## config.mk

```make
export PLATFORM = sky130hd
export DESIGN_NAME = bmp24_stream_decoder_unit
export DESIGN_NICKNAME = d
export VERILOG_FILES = /design/src/rtl/core/bmp24_pkg.sv /design/src/rtl/core/bmp24_parser.sv /design/src/rtl/core/bmp24_rsp_queue.sv /design/src/rtl/core/bmp24_stream_decoder_unit.sv
export SDC_FILE = /design/constraint.sdc
export NUM_CORES = 1
export LEC_CHECK = 0
export BUFFER_PORTS_ARGS = -buffer_cell sky130_fd_sc_hd__buf_2
export CAP_MARGIN = 25
export CORE_UTILIZATION = 45
export CTS_CLUSTER_DIAMETER = 200
export DETAILED_ROUTE_END_ITERATION = 6
export PLACE_DENSITY = 0.7
export RECOVER_POWER = 25
export SLEW_MARGIN = 20
export SYNTH_ARGS = -nofsm -noshare
export SYNTH_HDL_FRONTEND = slang
export SYNTH_SLANG_ARGS = --single-unit
```

## constraint.sdc

```tcl
create_clock -name clock -period 9.7 [get_ports clock]
set_clock_uncertainty 0.2 [all_clocks]
set_input_delay 2.425 -clock clock [delete_from_list [all_inputs] [get_ports clock]]
set_output_delay 2.425 -clock clock [all_outputs]
set_load 0.05 [all_outputs]
```

## src/rtl/core/bmp24_pkg.sv

```systemverilog
// Shared types and constants for the 24-bit BMP stream decoder.
package bmp24_pkg;

   localparam int DIM_BITS = 16;

   localparam logic [5:0]  HEADER_LAST  = 6'd53;
   localparam logic [5:0]  WIDTH_FIRST  = 6'd18;
   localparam logic [5:0]  WIDTH_LAST   = 6'd21;
   localparam logic [5:0]  HEIGHT_FIRST = 6'd22;
   localparam logic [5:0]  HEIGHT_LAST  = 6'd25;
   localparam logic [5:0]  DEPTH_LOW    = 6'd28;
   localparam logic [5:0]  DEPTH_HIGH   = 6'd29;
   localparam logic [15:0] DEPTH_24     = 16'd24;

   localparam logic STATUS_PIXEL = 1'b0;
   localparam logic STATUS_ERROR = 1'b1;

   typedef enum logic [3:0] {
      PHASE_HEADER = 4'b0001,
      PHASE_PIXEL  = 4'b0010,
      PHASE_PAD    = 4'b0100,
      PHASE_IDLE   = 4'b1000
   } phase_type;

   typedef enum logic [1:0] {
      LANE_BLUE  = 2'd0,
      LANE_GREEN = 2'd1,
      LANE_RED   = 2'd2
   } lane_type;

   typedef struct packed {
      logic [7:0] data_byte;
      logic       start_of_file;
   } req_payload_type;

   typedef struct packed {
      logic        status;
      logic [7:0]  red;
      logic [7:0]  green;
      logic [7:0]  blue;
      logic [15:0] row_index;
      logic [15:0] column_index;
      logic        last_pixel;
   } rsp_payload_type;

endpackage

```

## src/rtl/core/bmp24_parser.sv

```systemverilog
// Header capture, format check and pixel assembly for the BMP byte stream.
module bmp24_parser
   import bmp24_pkg::*;
(
   input  logic            clock,
   input  logic            reset,
   input  logic            take,
   input  req_payload_type req_data,
   output logic            res_valid,
   output rsp_payload_type res_data
);

   logic [5:0]          pos_ff, pos_in, pos_eff;
   phase_type           phase_ff, phase_in, phase_eff;
   logic [31:0]         width_ff, width_in, width_eff;
   logic [31:0]         height_ff, height_in, height_eff;
   logic [15:0]         depth_ff, depth_in, depth_eff;
   lane_type            lane_ff, lane_in;
   logic [7:0]          blue_ff, blue_in;
   logic [7:0]          green_ff, green_in;
   logic [DIM_BITS-1:0] col_ff, col_in;
   logic [DIM_BITS-1:0] row_ff, row_in;
   logic [1:0]          pad_ff, pad_in;

   logic [1:0]          wh_lane;
   logic [4:0]          wh_shift;
   logic [31:0]         byte_wide;
   logic                bad_format;
   logic                empty_image;
   logic                col_last;
   logic                row_last;
   logic [31:0]         row_wide;
   logic [31:0]         col_wide;
   logic [1:0]          pad_dec;

   // start of file restarts parsing at header byte zero
   always_comb begin
      pos_eff    = req_data.start_of_file ? '0 : pos_ff;
      phase_eff  = req_data.start_of_file ? PHASE_HEADER : phase_ff;
      width_eff  = req_data.start_of_file ? '0 : width_ff;
      height_eff = req_data.start_of_file ? '0 : height_ff;
      depth_eff  = req_data.start_of_file ? '0 : depth_ff;
   end

   assign wh_lane   = pos_eff[1:0] - 2'd2;
   assign wh_shift  = {wh_lane, 3'b000};
   assign byte_wide = 32'(req_data.data_byte);

   assign bad_format  = (depth_eff != DEPTH_24) || ((width_eff >> DIM_BITS) != '0) ||
                        ((height_eff >> DIM_BITS) != '0);
   assign empty_image = (width_eff == '0) || (height_eff == '0);

   assign col_last = (col_ff == (DIM_BITS'(width_ff) - 1'b1));
   assign row_last = (row_ff == (DIM_BITS'(height_ff) - 1'b1));
   assign row_wide = 32'(row_ff);
   assign col_wide = 32'(col_ff);
   assign pad_dec  = pad_ff - 2'd1;

   always_comb begin
      pos_in    = pos_eff;
      phase_in  = phase_eff;
      width_in  = width_eff;
      height_in = height_eff;
      depth_in  = depth_eff;
      lane_in   = lane_ff;
      blue_in   = blue_ff;
      green_in  = green_ff;
      col_in    = col_ff;
      row_in    = row_ff;
      pad_in    = pad_ff;
      res_valid = 1'b0;
      res_data  = '0;

      case (phase_eff)
         PHASE_HEADER: begin
            if (pos_eff >= WIDTH_FIRST && pos_eff <= WIDTH_LAST) begin
               width_in = width_eff | (byte_wide << wh_shift);
            end else if (pos_eff >= HEIGHT_FIRST && pos_eff <= HEIGHT_LAST) begin
               height_in = height_eff | (byte_wide << wh_shift);
            end else if (pos_eff == DEPTH_LOW) begin
               depth_in = {depth_eff[15:8], req_data.data_byte};
            end else if (pos_eff == DEPTH_HIGH) begin
               depth_in = {req_data.data_byte, depth_eff[7:0]};
            end
            if (pos_eff != HEADER_LAST) begin
               pos_in = pos_eff + 6'd1;
            end else begin
               pos_in = '0;
               if (bad_format) begin
                  phase_in        = PHASE_IDLE;
                  res_valid       = 1'b1;
                  res_data.status = STATUS_ERROR;
               end else if (empty_image) begin
                  phase_in = PHASE_IDLE;
               end else begin
                  phase_in = PHASE_PIXEL;
                  lane_in  = LANE_BLUE;
                  col_in   = '0;
                  row_in   = '0;
               end
            end
         end
         PHASE_PIXEL: begin
            case (lane_ff)
               LANE_BLUE: begin
                  blue_in = req_data.data_byte;
                  lane_in = LANE_GREEN;
               end
               LANE_GREEN: begin
                  green_in = req_data.data_byte;
                  lane_in  = LANE_RED;
               end
               default: begin
                  lane_in               = LANE_BLUE;
                  res_valid             = 1'b1;
                  res_data.status       = STATUS_PIXEL;
                  res_data.red          = req_data.data_byte;
                  res_data.green        = green_ff;
                  res_data.blue         = blue_ff;
                  res_data.row_index    = row_wide[15:0];
                  res_data.column_index = col_wide[15:0];
                  if (col_last && row_last) begin
                     res_data.last_pixel = 1'b1;
                     phase_in            = PHASE_IDLE;
                  end else if (col_last) begin
                     col_in = '0;
                     row_in = row_ff + 1'b1;
                     pad_in = width_ff[1:0];
                     if (width_ff[1:0] != 2'd0) begin
                        phase_in = PHASE_PAD;
                     end
                  end else begin
                     col_in = col_ff + 1'b1;
                  end
               end
            endcase
         end
         PHASE_PAD: begin
            pad_in = pad_dec;
            if (pad_dec == 2'd0) begin
               phase_in = PHASE_PIXEL;
            end
         end
         default: begin
            phase_in = phase_eff;
         end
      endcase
   end

   always_ff @(posedge clock) begin
      if (reset) begin
         pos_ff    <= '0;
         phase_ff  <= PHASE_HEADER;
         width_ff  <= '0;
         height_ff <= '0;
         depth_ff  <= '0;
         lane_ff   <= LANE_BLUE;
         col_ff    <= '0;
         row_ff    <= '0;
         pad_ff    <= '0;
      end else if (take) begin
         pos_ff    <= pos_in;
         phase_ff  <= phase_in;
         width_ff  <= width_in;
         height_ff <= height_in;
         depth_ff  <= depth_in;
         lane_ff   <= lane_in;
         col_ff    <= col_in;
         row_ff    <= row_in;
         pad_ff    <= pad_in;
      end
   end

   always_ff @(posedge clock) begin
      if (take) begin
         blue_ff  <= blue_in;
         green_ff <= green_in;
      end
   end

endmodule

```

## src/rtl/core/bmp24_rsp_queue.sv

```systemverilog
// Two-entry result register with skid slot for the response channel.
module bmp24_rsp_queue
   import bmp24_pkg::*;
(
   input  logic            clock,
   input  logic            reset,
   input  logic            push,
   output logic            full,
   input  rsp_payload_type push_data,
   output logic            rsp_valid,
   input  logic            rsp_ready,
   output rsp_payload_type rsp_payload
);

   logic            head_valid_ff, head_valid_in;
   logic            skid_valid_ff, skid_valid_in;
   rsp_payload_type head_ff, head_in;
   rsp_payload_type skid_ff, skid_in;
   logic            pop;

   assign pop         = head_valid_ff && rsp_ready;
   assign rsp_valid   = head_valid_ff;
   assign rsp_payload = head_ff;
   assign full        = skid_valid_ff;

   always_comb begin
      head_valid_in = head_valid_ff;
      skid_valid_in = skid_valid_ff;
      head_in       = head_ff;
      skid_in       = skid_ff;
      // advance the skid entry into the head on a transfer
      if (pop) begin
         if (skid_valid_ff) begin
            head_in       = skid_ff;
            skid_valid_in = 1'b0;
         end else begin
            head_valid_in = 1'b0;
         end
      end
      if (push) begin
         if (!head_valid_in) begin
            head_in       = push_data;
            head_valid_in = 1'b1;
         end else begin
            skid_in       = push_data;
            skid_valid_in = 1'b1;
         end
      end
   end

   always_ff @(posedge clock) begin
      if (reset) begin
         head_valid_ff <= 1'b0;
         skid_valid_ff <= 1'b0;
      end else begin
         head_valid_ff <= head_valid_in;
         skid_valid_ff <= skid_valid_in;
      end
   end

   always_ff @(posedge clock) begin
      head_ff <= head_in;
      skid_ff <= skid_in;
   end

endmodule

```

## src/rtl/core/bmp24_stream_decoder_unit.sv

```systemverilog
// Top level of the 24-bit uncompressed BMP stream decoder.
//
// The block takes one file byte per req_ transfer and may take a byte in
// every cycle while req_ready is high, each in a single pass through the
// parser logic into its state registers. Bytes 0 to 53 form the header;
// width (bytes 18..21), height (22..25) and bits per pixel (28..29) are
// captured little-endian. At header byte 53 a bad format (depth not 24, or
// a dimension that does not fit DIM_BITS) yields one result with status 1
// and all other fields zero; an empty image yields nothing. After that each
// blue, green, red triple yields one pixel result with its row (bottom row
// first) and column, row pad bytes are skipped, and the final pixel carries
// last_pixel. Bytes after the end, or after an error, are dropped until a
// byte arrives with start_of_file set, which restarts parsing with that byte
// as header byte 0. Results sit in a two-entry output queue, so req_ready
// stays high while one result waits on rsp_ready and drops only when both
// entries are occupied. Each result passes through a queue register to rsp_.
module bmp24_stream_decoder_unit
   import bmp24_pkg::*;
(
   input  logic            clock,
   input  logic            reset,
   input  logic            req_valid,
   output logic            req_ready,
   input  req_payload_type req_payload,
   output logic            rsp_valid,
   input  logic            rsp_ready,
   output rsp_payload_type rsp_payload
);

   logic            take;
   logic            res_valid;
   rsp_payload_type res_data;
   logic            push;
   logic            queue_full;

   // hold off input only while the skid slot is occupied
   assign req_ready = !queue_full;
   assign take      = req_valid && req_ready;
   assign push      = take && res_valid;

   bmp24_parser u_parser (
      .clock     (clock),
      .reset     (reset),
      .take      (take),
      .req_data  (req_payload),
      .res_valid (res_valid),
      .res_data  (res_data)
   );

   bmp24_rsp_queue u_rsp_queue (
      .clock       (clock),
      .reset       (reset),
      .push        (push),
      .full        (queue_full),
      .push_data   (res_data),
      .rsp_valid   (rsp_valid),
      .rsp_ready   (rsp_ready),
      .rsp_payload (rsp_payload)
   );

endmodule

```

==> results of run 1 <==
==> through the flow <==
stage          power, mW  cell area, sq um  utilization [%]
2_1_floorplan      1.162             11850                -
3_3_place_gp       1.180             12440            48.00
3_5_place_dp       1.181             12440            48.02
4_1_cts            2.159             13280            51.25
5_1_grt            2.212             13260            51.19
6_report           2.142             13260            51.19
==> final timing paths <==
| path | depth (start not counted) | end |
|---|---|---|
| setup / recovery | 13 | u_rsp_queue.rsp_payload[53] |
| hold / removal | 2 | u_parser.phase_ff[3] |
| setup reg to reg | 7 | u_parser.phase_ff[3] |
| hold reg to reg | 2 | u_parser.phase_ff[3] |
==> cells in the mapped netlist, drive strengths merged (3+ instances only) <==
cell type  number
a211oi          6
a21o            3
a21oi          54
a22oi          64
a31o            5
a31oi           6
a32oi          17
a41oi           5
and2           11
and3           70
and3b           4
buf             9
clkbuf         81
dfxtp         186
edfxtp         74
ha              9
inv            23
mux2i          59
nand2          87
nand2b          5
nand3          28
nand3b          5
nand4          24
nand4b          4
nor2          125
nor2b           8
nor3           24
nor3b           5
nor4           27
nor4b           3
o211ai          3
o21ai          84
o221a           3
o22ai           4
o31ai          25
or3            11
or4            26
xnor2          21
xor2           17
==> per-layer routing <==
metal  vias up  track usage, %  share of wire, %
met2       277           34.08                45
li1       4709               -                 -
met5         -               0                 0
met4         0           6.524               2.4
met3        51           2.601               5.2
met1      4623           30.58                47
==> power by group <==
group          switching, mW  internal [mW]  leakage, nW
clock                  0.419          0.565        0.412
sequential           0.00107           1.11         2.17
combinational         0.0358        0.00931         2.58
total                  0.456           1.69         5.16
==> cells by family after synthesis <==
logic type	after synthesis	synth area share, %
DFF	260	50.17
adders and majority gates	9	0.9503
xor gates and xnor gates	38	2.809
muxes	61	5.174
and+or+nand+nor	476	21.21
AOI/OAI and AO/OA	289	15.92
buffers and inverters	113	3.759
==> cell type report <==
class                      instances  area [sq um]  share of cell area (%)
tap                              335         419.2                   3.160
inverter                          23         86.33                  0.6509
sequential                       260          5946                   44.83
multi-input combinational        873          5515                   41.58
clock buffer                      33         698.2                   5.264
timing repair buffer              90         459.2                   3.462
clock inverter                    17         138.9                   1.047
==> layout by cell type, fill, tap and decap left out, drive strengths merged, types with 11 or more instances in the layout <==
cell    count
a22oi      64
nand3      28
xnor2      21
dfxtp     186
a32oi      17
nand4      24
nor2      125
edfxtp     74
xor2       17
o31ai      25
buf        49
nor3       24
nand2      87
o21ai      84
and3       70
clkbuf     74
mux2i      59
a21oi      54
clkinv     13
or4        26
inv        24
or3        11
nor4       27
and2       11
==> sequential cells by signal, summed over array words and instances, names as in the netlist, 2 cells and up <==
signal / count
u_rsp_queue.rsp_payload: 58
u_rsp_queue.skid_ff: 58
u_parser.height_ff: 32
u_parser.width_ff: 32
u_parser.col_ff: 16
u_parser.depth_ff: 16
u_parser.row_ff: 16
u_parser.blue_ff: 8
u_parser.green_ff: 8
u_parser.pos_ff: 6
u_parser.phase_ff: 4
u_parser.lane_ff: 2
u_parser.pad_ff: 2
==> critical path: stages <==
cell and delay, ns:
clkbuf_1 0.26, inv_1 0.25, nand2_1 0.16, inv_1 0.23, ha_1 0.25, nand2_1 0.07, nor4b_1 0.62, nand2_1 0.24
a21oi_1 0.30, o21ai_0 0.33, nor2b_4 0.35, buf_4 0.74, o21ai_0 0.22
==> qor.yml, run 1 <==
outcome: "finished, violations left"
violations: "max-capacitance violations, max-slew violations"
power_density_mw_per_mm2: 161.5
slew_headroom_pct: -62.82
yosys_warnings: 0
yosys.cell_types.count: 66
fin_ws_ns: 3.315
path_max_fanout: 106
ys_seq_area_share_pct: 50.17
wire_per_inst_um: 17.80
crit_type: "in -> reg"
gp_congestion: 0.8837
synth_area_leaders: "dfxtp_1 (31%), edfxtp_1 (19%), mux2i_1 (5.0%), a22oi_1 (4.1%), nor2_1 (4.0%)"
clkTransAtPathRegs_ns: 0.07
start_util_pct: 45.73
core_sq_mm: 0.02591
dpl.cell_count: 1579
htreeDepth: 1
critPathCaptureType: "flip-flop"
place_ws_ns: 3.001
drtIter0Drc: 915
synthArstFlopShare_pct: 0
hold_viol_final: 0
worst_pin_slew_ns: 2.442
cts_hold_buf: 0
syn-cell-area_sq_mm: 0.01185
rows: 59
critPathArrivalTime_ns: 6.55
clkSinkCount: 260
dp_hpwl_um: 18690
grt_pass1_wl_um: 46650
antenna_found_initial: 0
rr_startpoint: "u_parser.phase_ff[0]"
maxCapViolCount: 1
syn-num-nets: 1268
cellLeakagePower_nw: 5.163
drive_above_1_share_pct: 8.873
setup_viol: 0
syn_avg_cell_area_sq_um: 9.511
required_ns: 9.87
rsz0062_at_grt: "false"
synth_cells: 1246
cts_setup_buffers: 0
synth_edf_count: 74
n_antenna_cell: 0
vias: 9660
cp-start-kind: "primary input"
timing.final.crit_share_pct: 65.83
portBuffers: 72
fillers: 2373
grt_usage_pct: 21.52
r2r_setup_slack_ns: 5.22
firstDrtPassIters: 5
die_w_um: 164.3
synth.top_cell.area_share_pct: 31.42
critPathLaunch: "req_payload[0]"
cts_buffers: 27
syn_to_final_growth_pct: 11.92
drv_slew: 58
viasPerCell: 5.923
max-vdd-ir-drop_mv: 0.1226
pin_count: 73
grt_pass1_vias: 8956
min-delay-start: "u_parser.phase_ff[3]"
layout.cells.non_filler: 1631
die-area_sq_mm: 0.02699
layout_min_cycle_time_ns: 6.385
dominantRegCellSynth: "dfxtp_1"
grt_max_degree: 107
synth_area_leader_cell: "dfxtp_1"
final.setup.tns_ns: 0
fp.dieH_um: 164.3
fmax_mhz: 156.6
cts_root_buf: "clkbuf_16"
fin_hold_ws_ns: 0.2883
worstSkewPairLatency_ns: 0.53
ys_seq_elements: 260
overflow: 0
cts_resized: 0
drcViolationCount: 0
wirelength_um: 29020
ant_nets: 0
fin_nets: 1297
cts_tree: "yes"
hold_path.class: "reg -> reg"
clk_path_buf_depth: 3
No activity file was read; power rests on OpenSTA's default activity.
==> inputs of run 2 (changes only) <==
==> constraint.sdc (replaced) <==
create_clock -name clock -period 6.69 [get_ports clock]
set_clock_uncertainty 0.2 [all_clocks]
set_input_delay 1.6725 -clock clock [delete_from_list [all_inputs] [get_ports clock]]
set_output_delay 1.6725 -clock clock [all_outputs]
set_load 0.05 [all_outputs]
==> run 2 against run 1 <==
Compared with the run above: the flow still finishes with violations (max-capacitance violations, max-slew violations); clock-buffer cell count grew 6; hold slack got worse by 0.011 ns; largest cell class unchanged; critical path depth decreased by 5; final area increased by 0.93%; via count fell by 0.67%; register-to-register slack worse by 3.1 ns; critical endpoint is now u_rsp_queue.skid_ff[25]; sequential power is 45% higher; non-clock buffer count is 2 higher.
==> qor.yml, run 2 (synthesis gave the netlist of run 1 again) <==
vias: 9595
outcome: "finished, violations left"
cts_buffers: 28
slew_headroom_pct: -37.89
crit_family: "buffers and inverters"
layout.cells.non_filler: 1635
slowest_stage: "clkbuf_1"
cts_tree: "yes"
rsz0062_at_grt: "false"
crit_type: "in -> reg"
die_w_um: 164.3
critPathArrivalTime_ns: 5.53
die-area_sq_mm: 0.02699
cts_root_buf: "clkbuf_16"
stdcell_area_sq_mm: 0.01339
rows: 59
cts_resized: 0
n_antenna_cell: 0
dpl.cell_count: 1583
fin_util_pct: 51.66
wirelength_um: 28730
required_ns: 6.65
hold_viol_final: 0
path_max_fanout: 56
gp_congestion: 0.9005
portBuffers: 72
worst_pin_slew_ns: 2.068
cp.buffers_inverters: 3
fillers: 2384
drcViolationCount: 0
multi_input_area_sq_mm: 0.005507
placed_area_sq_mm: 0.01250
p_int_mw: 2.599
cts_setup_buffers: 0
overflow: 0
cp-start-kind: "primary input"
pin_count: 73
layout_min_cycle_time_ns: 5.571
ant_nets: 0
clkSinkCount: 260
seqCellArea_sq_mm: 0.005946
final.setup.tns_ns: 0
dp_hpwl_um: 18990
pwr-share-clk_pct: 48.6
firstDrtPassIters: 5
drive_above_1_share_pct: 7.538
critPathMaxStageDelay_ns: 1.50
mostFrequentLayoutCells: "dfxtp_1 (186), nor2_1 (124), nand2_1 (86), o21ai_0 (81), edfxtp_1 (74)"
timing.final.crit_share_pct: 83.27
layout_commonest_cell: "dfxtp_1"
fmax_mhz: 179.5
max-vdd-ir-drop_mv: 0.1945
clkTransAtPathRegs_ns: 0.06
viasPerCell: 5.869
wire_per_inst_um: 17.57
syn_to_final_growth_pct: 12.97
worstSkewPairLatency_ns: 0.54
hold_path.class: "reg -> reg"
htreeDepth: 1
clk_path_buf_depth: 3
violations: "max-capacitance violations, max-slew violations"
core_sq_mm: 0.02591
critPathCaptureType: "flip-flop"
grt_pass1_vias: 8704
fin_hold_ws_ns: 0.2773
grt_pass1_wl_um: 45980
netSwitchingPower_mw: 0.6667
setup_viol: 0
maxCapViolCount: 1
comb_power_share_pct: 2.0
crit_chain: "buf_2, nor3_1, and3b_1, clkbuf_1, and2_1, o21ai_0, nor2_4, buf_4"
power_density_mw_per_mm2: 244.0
drtIter0Drc: 975
drv_slew: 57
fin_nets: 1300
antenna_found_initial: 0
pwr-share-seq_pct: 49.4
grt_max_degree: 92
cellLeakagePower_nw: 5.132
fp.dieH_um: 164.3
start_util_pct: 45.73
cts_hold_buf: 0
grt_usage_pct: 21.04
swShare_pct: 20.42
[run 2: changes by cell type in the layout (fill, tap and decap cells not counted), sizes merged]
cell      change
bufinv        +2
buf          -20
clkinvlp      -1
clkinv        -5
clkbuf       +28
[run 2: layout make-up]
| class | instances | share of cell area [%] |
|---|---|---|
| well taps | 335 | 3.131 |
| multi-input cells | 873 | 41.13 |
| clock buffers | 39 | 5.842 |
| repair buffers | 92 | 3.449 |
| inverters | 23 | 0.6449 |
| flip-flops and latches | 260 | 44.42 |
| clock inverters | 13 | 1.383 |
[run 2: worst min-delay path, cell delays in order (launching register included)]
cell,delay (ns)
dfxtp_1,0.32
nand2_1,0.06
a21oi_1,0.05
[run 2: worst paths after layout]
| check | cells after the start | from | slack (ns) | to |
|---|---|---|---|---|
| max reg2reg | 7 | u_parser.phase_ff[0] | 2.09 | u_rsp_queue.skid_ff[25] |
| max | 8 | req_payload[0] | 1.12 | u_rsp_queue.skid_ff[25] |
| min reg2reg | 2 | u_parser.phase_ff[3] | 0.28 | u_parser.phase_ff[3] |
| min | 2 | u_parser.phase_ff[3] | 0.28 | u_parser.phase_ff[3] |
[run 2: routing by layer]
| metal | wire (um) | global-route usage (%) | share of wire [%] |
|---|---|---|---|
| met1 | 13530 | 30.63 | 47 |
| met2 | 13140 | 32.97 | 46 |
| met3 | 1577 | 2.424 | 5.5 |
| met4 | 484 | 5.387 | 1.7 |
| met5 | 0 | 0 | 0 |
[run 2: per-stage QoR]
step                power [mW]  setup WS (ns)
floorplan                1.684         0.8879
finish                   3.266          1.119
global placement         1.711          1.216
global route             3.363         0.7902
detailed placement       1.714          1.036
CTS                      3.295          1.572
[run 2: power by group through the flow]
stage	clock, mW	combinational (mW)	sequential (mW)
2_1_floorplan	0	0.0358	1.65
3_3_place_gp	0	0.0625	1.65
3_5_place_dp	0	0.0649	1.65
4_1_cts	1.62	0.0652	1.61
5_1_grt	1.68	0.0691	1.61
6_report	1.59	0.0654	1.61
==> inputs of run 3 (changes only) <==
--- a/config.mk
+++ b/config.mk
@@ -10,7 +10,7 @@
 export CORE_UTILIZATION = 45
 export CTS_CLUSTER_DIAMETER = 200
 export DETAILED_ROUTE_END_ITERATION = 6
-export PLACE_DENSITY = 0.7
+export PLACE_DENSITY = 0.72
 export RECOVER_POWER = 25
 export SLEW_MARGIN = 20
 export SYNTH_ARGS = -nofsm -noshare
==> constraint.sdc (replaced) <==
create_clock -name clock -period 4.6 [get_ports clock]
set_clock_uncertainty 0.2 [all_clocks]
set_input_delay 1.15 -clock clock [delete_from_list [all_inputs] [get_ports clock]]
set_output_delay 1.15 -clock clock [all_outputs]
set_load 0.05 [all_outputs]
==> run 3 against run 2 <==
Compared with the run above: the flow now finishes without violations; combinational power up 46%; clock-buffer cell count is 2 higher; flip-flop and latch count did not move; largest cell class unchanged.
==> qor.yml, run 3 (synthesis gave the netlist of run 1 again) <==
crit_chain: "clkbuf_1, inv_1, nand2_1, inv_1, ha_1, nand2_1, nor4b_2, nand2_1, a21oi_1, o21ai_0, nor2b_4, buf_12, o21ai_0"
ant_nets: 0
drcViolationCount: 0
hold_path.class: "reg -> reg"
setup_viol: 0
die-area_sq_mm: 0.02699
critPathMaxStageDelay_ns: 0.56
wirelength_um: 29690
cts_resized: 0
clk_path_buf_depth: 3
wire_per_inst_um: 18.02
dp_hpwl_um: 19840
core_sq_mm: 0.02591
grt_pass1_wl_um: 47870
grt_pass1_vias: 9240
vias: 9816
layout_commonest_cell: "dfxtp_1"
critPathArrivalTime_ns: 4.21
cts_root_buf: "clkbuf_16"
viasPerCell: 5.956
drive_above_1_share_pct: 8.149
maxCapViolCount: 0
cellLeakagePower_nw: 5.152
grt_max_degree: 61
fmax_mhz: 248.9
outcome: "finished, final reports clean"
path_max_fanout: 48
layout_min_cycle_time_ns: 4.017
power_density_mw_per_mm2: 340.0
firstDrtPassIters: 5
drv_slew: 0
cts_tree: "yes"
mostFrequentLayoutCells: "dfxtp_1 (186), nor2_1 (124), nand2_1 (86), o21ai_0 (82), clkbuf_1 (77)"
drtIter0Drc: 944
fillers: 2397
crit_type: "in -> reg"
slowest_stage: "nor2b_4"
timing.final.crit_share_pct: 87.32
slew_headroom_pct: 32.08
die_w_um: 164.3
hold_viol_final: 0
gp_congestion: 0.9037
clkTransAtPathRegs_ns: 0.06
fin_hold_ws_ns: 0.2846
final.setup.tns_ns: 0
fin_nets: 1314
fp.dieH_um: 164.3
worstSkewPairLatency_ns: 0.54
antenna_found_initial: 1
worst_pin_slew_ns: 1.011
required_ns: 4.79
htreeDepth: 1
overflow: 0
rows: 59
clkSinkCount: 260
max-vdd-ir-drop_mv: 0.3438
cts_hold_buf: 0
n_antenna_cell: 0
start_util_pct: 45.73
rsz0062_at_grt: "false"
cts_buffers: 27
portBuffers: 72
cp-start-kind: "primary input"
grt_usage_pct: 21.97
cts_setup_buffers: 0
critPathCaptureType: "flip-flop"
syn_to_final_growth_pct: 13.26
pin_count: 73
crit_top_cell: "nand2_1"
==> run 3: cell type report <==
class,instances,area (sq um),share of cell area [%]
Timing Repair Buffer,107,581.8,4.335
Multi-Input combinational cell,873,5513,41.07
Inverter,23,86.33,0.6432
Tap cell,335,419.2,3.123
Clock buffer,41,822.0,6.125
Sequential cell,260,5946,44.30
Clock inverter,9,53.80,0.4009
==> run 3: power breakdown <==
| part | internal [mW] | total, mW | leakage (nW) | switching, mW |
|---|---|---|---|---|
| registers | 2.35 | 2.35 | 2.17 | 0.00227 |
| clock network | 1.24 | 2.12 | 0.437 | 0.883 |
| logic | 0.0192 | 0.0954 | 2.55 | 0.0762 |
| total | 3.60 | 4.56 | 5.15 | 0.962 |
==> run 3: stage by stage <==
step | setup slack, ns | utilization (%) | cells | instance area, sq um | total power [mW]
final | 0.5831 | 51.80 | 1648 | 13420 | 4.563
after detailed placement | 0.05503 | 48.74 | 1597 | 12630 | 2.493
after global routing | 0.1878 | 51.80 | 1648 | 13420 | 4.699
after global placement | 0.2800 | 48.66 | 1596 | 12610 | 2.490
after floorplan | 0.1207 | - | 1246 | 11860 | 2.449
after CTS | 0.5876 | 52.12 | 1647 | 13510 | 4.597
==> run 3: final timing paths <==
kind | start | end | slack (ns) | depth (start not counted)
max reg2reg | u_parser.width_ff[1] | u_parser.row_ff[14] | 0.70 | 11
max | req_payload[0] | u_rsp_queue.rsp_payload[15] | 0.58 | 13
min reg2reg | u_parser.phase_ff[3] | u_parser.phase_ff[3] | 0.28 | 2
min | u_parser.phase_ff[3] | u_parser.phase_ff[3] | 0.28 | 2
==> run 3: per-layer routing <==
metal | vias up | share of wire [%] | wire length [um] | track usage, %
li1 | 4738 | - | - | -
met1 | 4766 | 47 | 14010 | 30.63
met2 | 259 | 45 | 13500 | 35.39
met3 | 53 | 4.9 | 1465 | 2.753
met4 | 0 | 2.4 | 717 | 6.692
met5 | - | 0 | 0 | 0
==> run 3: critical path: cells and delay by family <==
kind                       cells  cell delay, ns
buffers and inverters          4            0.73
adders and majority gates      1            0.25
AOI/OAI and AO/OA              3            0.74
and+or+nand+nor                5            1.31
